<file path="src/hw/rtl/ivs_pkg.sv">
// Shared types and constants for the indexed vector store.
package ivs_pkg;

  localparam int INDEX_W = 6;
  localparam int DATA_W  = 32;
  localparam int COUNT_W = 7;

  localparam logic [DATA_W-1:0] EMPTY_CELL = {DATA_W{1'b1}};

  // Command codes carried by an input item.
  localparam logic [1:0] CMD_WRITE  = 2'd0;
  localparam logic [1:0] CMD_READ   = 2'd1;
  localparam logic [1:0] CMD_REMOVE = 2'd2;

  typedef enum logic [2:0] {
    ST_IDLE,
    ST_EXEC,
    ST_SHIFT_CHK,
    ST_SHIFT_WR,
    ST_CLEAR_TOP,
    ST_FINISH
  } ivs_state_t;

  // Commands from the controller to the datapath.
  typedef struct packed {
    logic latch;
    logic wr_item;
    logic rd_idx;
    logic ptr_load;
    logic rd_next;
    logic shift_wr;
    logic clear_top;
    logic out_load;
  } ivs_ctrl_t;

  // Status from the datapath to the controller.
  typedef struct packed {
    logic [1:0] cmd;
    logic       ovf;
    logic       in_range;
    logic       shift_more;
    logic       out_busy;
  } ivs_status_t;

endpackage

</file>
<file path="src/hw/rtl/ivs_if.sv">
// Valid/ready channel interfaces for command items and result items.
interface ivs_in_if import ivs_pkg::*; ();
  logic               valid;
  logic               ready;
  logic [1:0]         command;
  logic [INDEX_W-1:0] index;
  logic [DATA_W-1:0]  value;

  modport source (output valid, command, index, value, input ready);
  modport sink   (input valid, command, index, value, output ready);
endinterface

interface ivs_out_if import ivs_pkg::*; ();
  logic               valid;
  logic               ready;
  logic               found;
  logic [DATA_W-1:0]  read_value;
  logic [COUNT_W-1:0] count;
  logic               overflow;

  modport source (output valid, found, read_value, count, overflow, input ready);
  modport sink   (input valid, found, read_value, count, overflow, output ready);
endinterface

</file>
<file path="src/hw/rtl/indexed_vector_store.sv">
// Top level of the indexed vector store: controller plus datapath.
//
// The in_ch channel carries command items (write, read, remove) with an
// index and a value; the out_ch channel returns one result item per
// command with the found flag, read value, entry count and overflow flag.
// Both are valid/ready channels; an item moves when valid and ready are high.
// Items are handled one at a time. A write or read goes from acceptance
// through the execute and finish states to the result register, and the
// next item is accepted only after that. A remove at index i with count n
// shifts the cells above i one place down, one cell per shift step, as there
// is a single memory port pair: each step reads one cell and writes it one place lower.
// A remove past the count and unused command codes go from execute straight to finish.
// Cell contents live in one RAM; per-cell valid bits cleared at reset make
// unwritten cells read as -1, so the block is ready right after reset.
// Reset also zeroes the count and drops any pending result.
// The result register holds its item while the receiver stalls; the block
// waits to finish the next item until that register is free.
module indexed_vector_store import ivs_pkg::*; #(
  parameter int DEPTH = 64
) (
  input  logic      clk,
  input  logic      rst_n,
  ivs_in_if.sink    in_ch,
  ivs_out_if.source out_ch
);

  ivs_ctrl_t   ctrl;
  ivs_status_t status;

  ivs_ctrl u_ctrl (
    .clk      (clk),
    .rst_n    (rst_n),
    .in_valid (in_ch.valid),
    .in_ready (in_ch.ready),
    .status   (status),
    .ctrl     (ctrl)
  );

  ivs_datapath #(
    .DEPTH (DEPTH)
  ) u_datapath (
    .clk            (clk),
    .rst_n          (rst_n),
    .ctrl           (ctrl),
    .status         (status),
    .in_command     (in_ch.command),
    .in_index       (in_ch.index),
    .in_value       (in_ch.value),
    .out_valid      (out_ch.valid),
    .out_ready      (out_ch.ready),
    .out_found      (out_ch.found),
    .out_read_value (out_ch.read_value),
    .out_count      (out_ch.count),
    .out_overflow   (out_ch.overflow)
  );

endmodule

</file>
<file path="src/hw/rtl/ivs_ram.sv">
// Generic simple dual-port RAM with one write port and a registered read port.
module ivs_ram #(
  parameter int WIDTH = 32,
  parameter int DEPTH = 64
) (
  input  logic                     clk,
  input  logic                     we,
  input  logic [$clog2(DEPTH)-1:0] waddr,
  input  logic [WIDTH-1:0]         wdata,
  input  logic                     re,
  input  logic [$clog2(DEPTH)-1:0] raddr,
  output logic [WIDTH-1:0]         rdata
);

  logic [WIDTH-1:0] mem [DEPTH];
  logic [WIDTH-1:0] rdata_r;

  // Write port.
  always_ff @(posedge clk) begin
    if (we) begin
      mem[waddr] <= wdata;
    end
  end

  // Read data is registered and holds until the next read.
  always_ff @(posedge clk) begin
    if (re) begin
      rdata_r <= mem[raddr];
    end
  end

  assign rdata = rdata_r;

endmodule

</file>
<file path="src/hw/rtl/ivs_ctrl.sv">
// Controller state machine that sequences each command item.
module ivs_ctrl import ivs_pkg::*; (
  input  logic        clk,
  input  logic        rst_n,
  input  logic        in_valid,
  output logic        in_ready,
  input  ivs_status_t status,
  output ivs_ctrl_t   ctrl
);

  ivs_state_t state_r, state_nxt;

  // State register.
  always_ff @(posedge clk) begin
    if (!rst_n) begin
      state_r <= ST_IDLE;
    end else begin
      state_r <= state_nxt;
    end
  end

  // Next state.
  always_comb begin
    state_nxt = state_r;
    unique case (state_r)
      ST_IDLE: begin
        if (in_valid) state_nxt = ST_EXEC;
      end
      ST_EXEC: begin
        if (status.cmd == CMD_REMOVE && status.in_range) state_nxt = ST_SHIFT_CHK;
        else state_nxt = ST_FINISH;
      end
      ST_SHIFT_CHK: begin
        state_nxt = status.shift_more ? ST_SHIFT_WR : ST_CLEAR_TOP;
      end
      ST_SHIFT_WR:  state_nxt = ST_SHIFT_CHK;
      ST_CLEAR_TOP: state_nxt = ST_FINISH;
      ST_FINISH: begin
        if (!status.out_busy) state_nxt = ST_IDLE;
      end
      default: state_nxt = ST_IDLE;
    endcase
  end

  // Outputs.
  always_comb begin
    ctrl     = '0;
    in_ready = 1'b0;
    unique case (state_r)
      ST_IDLE: begin
        in_ready   = 1'b1;
        ctrl.latch = in_valid;
      end
      ST_EXEC: begin
        ctrl.wr_item  = (status.cmd == CMD_WRITE) && !status.ovf;
        ctrl.rd_idx   = (status.cmd == CMD_READ) && status.in_range;
        ctrl.ptr_load = (status.cmd == CMD_REMOVE) && status.in_range;
      end
      ST_SHIFT_CHK: ctrl.rd_next   = status.shift_more;
      ST_SHIFT_WR:  ctrl.shift_wr  = 1'b1;
      ST_CLEAR_TOP: ctrl.clear_top = 1'b1;
      ST_FINISH:    ctrl.out_load  = !status.out_busy;
      default: ;
    endcase
  end

endmodule

</file>
<file path="src/hw/rtl/ivs_datapath.sv">
// Datapath: item registers, cell memory with valid bits, count and result register.
module ivs_datapath import ivs_pkg::*; #(
  parameter int DEPTH = 64
) (
  input  logic               clk,
  input  logic               rst_n,
  input  ivs_ctrl_t          ctrl,
  output ivs_status_t        status,
  input  logic [1:0]         in_command,
  input  logic [INDEX_W-1:0] in_index,
  input  logic [DATA_W-1:0]  in_value,
  output logic               out_valid,
  input  logic               out_ready,
  output logic               out_found,
  output logic [DATA_W-1:0]  out_read_value,
  output logic [COUNT_W-1:0] out_count,
  output logic               out_overflow
);

  // Only the first 2**INDEX_W cells can ever be addressed.
  localparam int CELLS = (DEPTH < (1 << INDEX_W)) ? DEPTH : (1 << INDEX_W);
  localparam int AW    = $clog2(CELLS);
  localparam logic [COUNT_W-1:0] CELLS_C = COUNT_W'(CELLS);

  logic [1:0]         cmd_r;
  logic [INDEX_W-1:0] idx_r;
  logic [DATA_W-1:0]  val_r;
  logic [COUNT_W-1:0] count_r;
  logic [AW-1:0]      ptr_r;
  logic [CELLS-1:0]   valid_r;
  logic               rd_valid_r;
  logic               out_valid_r;
  logic               found_r;
  logic [DATA_W-1:0]  rvalue_r;
  logic [COUNT_W-1:0] ocount_r;
  logic               ovf_r;

  logic [AW-1:0]      idx_addr;
  logic [AW-1:0]      ptr_next;
  logic [COUNT_W-1:0] count_dec;
  logic [AW-1:0]      top_addr;
  logic               in_range;
  logic               ovf;
  logic               mem_we;
  logic [AW-1:0]      mem_waddr;
  logic [DATA_W-1:0]  mem_wdata;
  logic               mem_re;
  logic [AW-1:0]      mem_raddr;
  logic [DATA_W-1:0]  mem_rdata;
  logic [DATA_W-1:0]  cell_data;

  // Address and compare logic.
  assign idx_addr  = idx_r[AW-1:0];
  assign ptr_next  = ptr_r + AW'(1);
  assign count_dec = count_r - COUNT_W'(1);
  assign top_addr  = count_dec[AW-1:0];
  assign in_range  = COUNT_W'(idx_r) < count_r;
  assign ovf       = COUNT_W'(idx_r) >= CELLS_C;

  assign status.cmd        = cmd_r;
  assign status.ovf        = ovf;
  assign status.in_range   = in_range;
  assign status.shift_more = (COUNT_W'(ptr_r) + COUNT_W'(1)) < count_r;
  assign status.out_busy   = out_valid_r && !out_ready;

  // Latch the accepted item.
  always_ff @(posedge clk) begin
    if (ctrl.latch) begin
      cmd_r <= in_command;
      idx_r <= in_index;
      val_r <= in_value;
    end
  end

  // A cell that was never written since reset reads as empty.
  assign cell_data = rd_valid_r ? mem_rdata : EMPTY_CELL;

  // Memory port selection.
  always_comb begin
    mem_we    = ctrl.wr_item || ctrl.shift_wr || ctrl.clear_top;
    mem_waddr = top_addr;
    mem_wdata = EMPTY_CELL;
    if (ctrl.wr_item) begin
      mem_waddr = idx_addr;
      mem_wdata = val_r;
    end else if (ctrl.shift_wr) begin
      mem_waddr = ptr_r;
      mem_wdata = cell_data;
    end
    mem_re    = ctrl.rd_idx || ctrl.rd_next;
    mem_raddr = ctrl.rd_idx ? idx_addr : ptr_next;
  end

  ivs_ram #(
    .WIDTH (DATA_W),
    .DEPTH (CELLS)
  ) u_ram (
    .clk   (clk),
    .we    (mem_we),
    .waddr (mem_waddr),
    .wdata (mem_wdata),
    .re    (mem_re),
    .raddr (mem_raddr),
    .rdata (mem_rdata)
  );

  // Per-cell valid bits, read in step with the memory.
  always_ff @(posedge clk) begin
    if (!rst_n) begin
      valid_r <= '0;
    end else if (mem_we) begin
      valid_r[mem_waddr] <= 1'b1;
    end
  end

  always_ff @(posedge clk) begin
    if (mem_re) begin
      rd_valid_r <= valid_r[mem_raddr];
    end
  end

  // Entry count: a write past the end extends it, a remove drops it by one.
  always_ff @(posedge clk) begin
    if (!rst_n) begin
      count_r <= '0;
    end else if (ctrl.wr_item && !in_range) begin
      count_r <= COUNT_W'(idx_r) + COUNT_W'(1);
    end else if (ctrl.clear_top) begin
      count_r <= count_dec;
    end
  end

  // Shift pointer for a remove.
  always_ff @(posedge clk) begin
    if (ctrl.ptr_load) begin
      ptr_r <= idx_addr;
    end else if (ctrl.shift_wr) begin
      ptr_r <= ptr_next;
    end
  end

  // Result register.
  always_ff @(posedge clk) begin
    if (!rst_n) begin
      out_valid_r <= 1'b0;
    end else if (ctrl.out_load) begin
      out_valid_r <= 1'b1;
    end else if (out_ready) begin
      out_valid_r <= 1'b0;
    end
  end

  always_ff @(posedge clk) begin
    if (ctrl.out_load) begin
      found_r  <= (cmd_r == CMD_READ) && in_range;
      rvalue_r <= ((cmd_r == CMD_READ) && in_range) ? cell_data : EMPTY_CELL;
      ocount_r <= count_r;
      ovf_r    <= (cmd_r == CMD_WRITE) && ovf;
    end
  end

  assign out_valid      = out_valid_r;
  assign out_found      = found_r;
  assign out_read_value = rvalue_r;
  assign out_count      = ocount_r;
  assign out_overflow   = ovf_r;

endmodule

</file>
<file path="src/flat_wrapper.sv">
// flat-port wrapper written by rule: the top's interface ports become plain ports
module indexed_vector_store_flat import ivs_pkg::*;
#(
  parameter int DEPTH = 64
)
  (clk, rst_n, in_ch_valid, in_ch_command, in_ch_index, in_ch_value, in_ch_ready, out_ch_valid, out_ch_found, out_ch_read_value, out_ch_count, out_ch_overflow, out_ch_ready);
  ivs_in_if in_ch_i ();
  ivs_out_if out_ch_i ();
  input  logic clk;
  input  logic rst_n;
  input wire logic [$bits(in_ch_i.valid)-1:0] in_ch_valid;
  input wire logic [$bits(in_ch_i.command)-1:0] in_ch_command;
  input wire logic [$bits(in_ch_i.index)-1:0] in_ch_index;
  input wire logic [$bits(in_ch_i.value)-1:0] in_ch_value;
  output wire logic [$bits(in_ch_i.ready)-1:0] in_ch_ready;
  output wire logic [$bits(out_ch_i.valid)-1:0] out_ch_valid;
  output wire logic [$bits(out_ch_i.found)-1:0] out_ch_found;
  output wire logic [$bits(out_ch_i.read_value)-1:0] out_ch_read_value;
  output wire logic [$bits(out_ch_i.count)-1:0] out_ch_count;
  output wire logic [$bits(out_ch_i.overflow)-1:0] out_ch_overflow;
  input wire logic [$bits(out_ch_i.ready)-1:0] out_ch_ready;
  assign in_ch_i.valid = in_ch_valid;
  assign in_ch_i.command = in_ch_command;
  assign in_ch_i.index = in_ch_index;
  assign in_ch_i.value = in_ch_value;
  assign in_ch_ready = in_ch_i.ready;
  assign out_ch_valid = out_ch_i.valid;
  assign out_ch_found = out_ch_i.found;
  assign out_ch_read_value = out_ch_i.read_value;
  assign out_ch_count = out_ch_i.count;
  assign out_ch_overflow = out_ch_i.overflow;
  assign out_ch_i.ready = out_ch_ready;
  indexed_vector_store #(.DEPTH(DEPTH)) u_core (.clk(clk), .rst_n(rst_n), .in_ch(in_ch_i), .out_ch(out_ch_i));
endmodule
</file>
<file path="config.mk">
export PLATFORM = sky130hd
export DESIGN_NAME = indexed_vector_store_flat
export DESIGN_NICKNAME = d
export VERILOG_FILES = /design/src/hw/rtl/ivs_pkg.sv /design/src/hw/rtl/ivs_if.sv /design/src/hw/rtl/indexed_vector_store.sv /design/src/hw/rtl/ivs_ram.sv /design/src/hw/rtl/ivs_ctrl.sv /design/src/hw/rtl/ivs_datapath.sv /design/src/flat_wrapper.sv
export SDC_FILE = /design/constraint.sdc
export NUM_CORES = 2
export LEC_CHECK = 0
export BUFFER_PORTS_ARGS = -buffer_cell sky130_fd_sc_hd__buf_2
export CORE_AREA = 2 2 295 516
export CTS_CLUSTER_SIZE = 14
export DETAILED_ROUTE_END_ITERATION = 8
export DIE_AREA = 0 0 297 518
export GPL_ROUTABILITY_DRIVEN = 0
export PLACE_DENSITY = 0.74
export SLEW_MARGIN = 20
export SYNTH_ARGS = -nofsm -noshare
export SYNTH_HDL_FRONTEND = slang
export SYNTH_HIERARCHICAL = 1
export SYNTH_SLANG_ARGS = --single-unit
</file>
<file path="constraint.sdc">
create_clock -name clk -period 5.95 [get_ports clk]
set_input_delay 0.8925 -clock clk [delete_from_list [all_inputs] [get_ports clk]]
set_output_delay 0.8925 -clock clk [all_outputs]
set_load 0.02 [all_outputs]
</file>
==> impl_results.md <==
- Status: completed
- Drt pass-1 iters: 6
- Fmax: 178 MHz
- Die extent in y: 518 um
- M3 GR Usage: 5.65%
- Crit Path Class: register to register
- Multi-input gate area: slightly below 0.02 sq mm
- CTS H-tree depth: 4
- Startpoint types: register
- Power per cell area: 337 mW/mm^2
- Total wire length: 216000 um
- Post-CTS Setup Bufs: 0
- Seq/Total Area, Yosys: 77.1%
- Met2 usage: 49.0%
- Crit-path leading delay family: buffers and inverters
- Post-synthesis async set-or-reset flop share: 0%
- DR vias: 42.9k
- Hold WS: 249 ps
- R2R setup slack: between 300 and 400 ps
- Final slew viol count: 0
- Synth area leaders: edfxtp_1 (75%), mux4_2 (14%), dfxtp_1 (1.7%)
- WP data arrival: 6150 ps
- Max-Cap Viols: 0
- RSZ-0062 raised after global routing: no
- Leak: 29.2 nW
- Worst endpoint required time: 6490 ps
- DP Area: 0.0910 sq mm
- Die Footprint: 0.154 sq mm
- Period utilisation layout: 94.3%
- Num CTS Buffers: 185
- Total placed cells including tap cells: around 6k
- Hold Fails Final Rpt: 0
- Core Region: 0.150 sq mm
- First-pass GRT wire length: 310000 um
- Final instance area: 0.0965 sq mm
- Cells after synthesis: 4014
- Dpl ws: 463 ps
- TritonCTS clock tree: built
- Layout cell share with drive strength beyond 1: between 20% and 30%
- Netlist cell types: 78
- # DRC: 0
- Vias per Instance: approximately 6.7
- Initial antenna violation count: 16
- Hold Path Class: input pin to register
- Post_cts resized: 0
- EDFF count, synth: 2167
- Layout Cells excl Fill: 6358
- Cell mode on critical path: buf_4
- Final worst slack: 339 ps
- Setup crit end kind: register
- Largest net degree at the start of global routing: 110
- Avg Cell Area, Syn: 21.5 sq um
- Critical Path Max Stage Delay: 550 ps
- Hold_buf cts: 0
- Synth Warn #: 6
- Most used routing layer: met2
- Final setup viols: 0
- Reg clk slew, reported paths: approximately 60 ps
- Post-Syn Area: 0.0864 sq mm
- Top-area cell type share of the netlist area: 75.3%
- First DRT Iteration DRCs: roughly 5.4k
- Post-route ant nets: 0
- Tmin final: 5610 ps
- Nets: 4319
- Worst-case vdd ir drop: 0.322 mV
- I/O Buffers: 85
- Vias in the first global route: 43.9k
- Crit-path max FO: 98
- Overall Global Routing Usage: roughly 28%
- # clock sinks: 2242
- Post-synth top flop: edfxtp_1
- Buf/Inv on CP: 4
- Die Width: 297 um
- Row Count: between 150 and 200
- Total power: 32.5 mW
- Detailed-placement wirelength estimate: 129000 um
- Grt met1 use: 33.7%
- Avg WL per Cell: 33.9 um
- Setup TNS: 0 ps
- #FFs+latches synth: 2242
- Starting Density: between 50% and 60%
- Worst-skew pair later-pin latency: 820 ps
- Register area: 0.0666 sq mm
- Largest area contributor in the netlist: edfxtp_1
- CTS root buf: clkbuf_16
- Area grow syn2layout: 11.7%
- CP Cell Sequence: ha_1, a21boi_1, o21a_1, o21ai_1, a21o_1, nand2_1, nor2_1, buf_4, nand2b_4, nand2_8, inv_16, buf_4, buf_4, mux4_2, mux4_2, o22ai_1, nor2_1
- CP max-delay cell: inv_16
- IO Count: 87
- Clock buffer depth: 3
- Post-layout util: 64.5%
- Grt ovf: 0
- Worst Max-Slew Pin Slew: between 1000 and 1500 ps
- Relative slew slack: a little under a third
- FILL cells: around 9.5k
- Clock Skews: 38.6 ps
==> layout make-up <==
class / count / share of cell area (%)
clock buffers: 239 / 5.07
flip-flops and latches: 2242 / 69.0
inverters: 20 / 0.125
well taps: 1995 / 2.59
multi-input cells: 1528 / 20.2
clock inverters: 42 / 0.501
diodes: 8 / 0.0208
repair buffers: 284 / 2.44
==> routing by layer <==
| layer | wire length (um) | part of all wire (%) |
|---|---|---|
| met2 | 113000 | 52 |
| met4 | 11900 | 5.5 |
| met5 | 67 | 0.031 |
| met3 | 20600 | 9.5 |
| met1 | 70300 | 33 |
==> power by group <==
group / switching, mW / internal [mW] / leakage, nW / total [mW]
Combinational: 2.29 / 1.31 / 7.32 / 3.59
Clock: 5.35 / 5.91 / 2.60 / 11.3
Sequential: 0.127 / 17.5 / 19.3 / 17.6
==> synth_stat cells, drive strengths merged, types with 7 or more instances <==
library cell and instances:
a21oi 65, nand2b 12, o221ai 27, nand3b 19, buf 125, clkbuf 100
o22a 13, a311oi 16, a22oi 12, edfxtp 2167, o21ai 42, nand2 146
o22ai 84, dfxtp 75, nor2b 39, a2bb2oi 20, xnor2 13, mux4 545
mux2 7, a22o 32, inv 20, mux2i 110, nor3 19, nor2 162
and3 17, a211oi 10, nand3 24, ha 14
==> cell families after synthesis <==
group,count (synthesis),share of synthesized area [%]
AOI/OAI and AO/OA,361,2.93
xor gates and xnor gates,18,0.183
adders and majority gates,14,0.203
buffers and inverters,245,1.38
DFF,2242,77.1
muxes,662,15.6
other,1,0.00434
and+or+nand+nor,471,2.60
==> layout by cell type, fill, tap and decap left out, types with 20 or more instances in the layout <==
master     synthesis  routed
nor2_1           162      99
o21ai_1           36      37
nor2_4             0      63
clkbuf_16          0     186
buf_2             63      85
o221ai_1          27      27
edfxtp_1        2167    2167
nand3_1           24      24
clkinv_1           0      20
mux4_2           545     545
clkbuf_1         100      48
buf_12             0      33
a21oi_1           65      65
buf_4             30     165
a22o_1            32      32
nor2b_1           39      38
o22ai_1           84      84
mux2i_1          106     106
nand2_1          144     144
dfxtp_1           75      75
==> state kept, by name, summed over array words and instances, names as in the netlist, 2 cells and up <==
signal,flops
u_core/u_datapath/idx_addr,6
u_core/u_datapath/out_read_value,32
u_core/u_datapath/ptr_r,6
u_core/u_datapath/cmd_r,2
u_core/u_datapath/val_r,32
u_core/u_datapath/out_count,7
u_core/u_datapath/count_r,7
u_core/u_datapath/valid_r,64
u_core/u_datapath/u_ram/mem,2048
u_core/u_ctrl/state_r,3
u_core/u_datapath/u_ram/rdata,32
==> worst paths after layout <==
| kind | start | cells after the start | end |
|---|---|---|---|
| hold / removal | in_ch_value[23] | 1 | u_core/u_datapath/val_r[23] |
| setup / recovery | u_core/u_datapath/idx_addr[1] | 17 | u_core/u_datapath/u_ram/rdata[19] |
| hold reg to reg | u_core/u_datapath/valid_r[21] | 2 | u_core/u_datapath/valid_r[21] |
| setup reg to reg | u_core/u_datapath/idx_addr[1] | 17 | u_core/u_datapath/u_ram/rdata[19] |
Power figures use the tool's default switching activity.
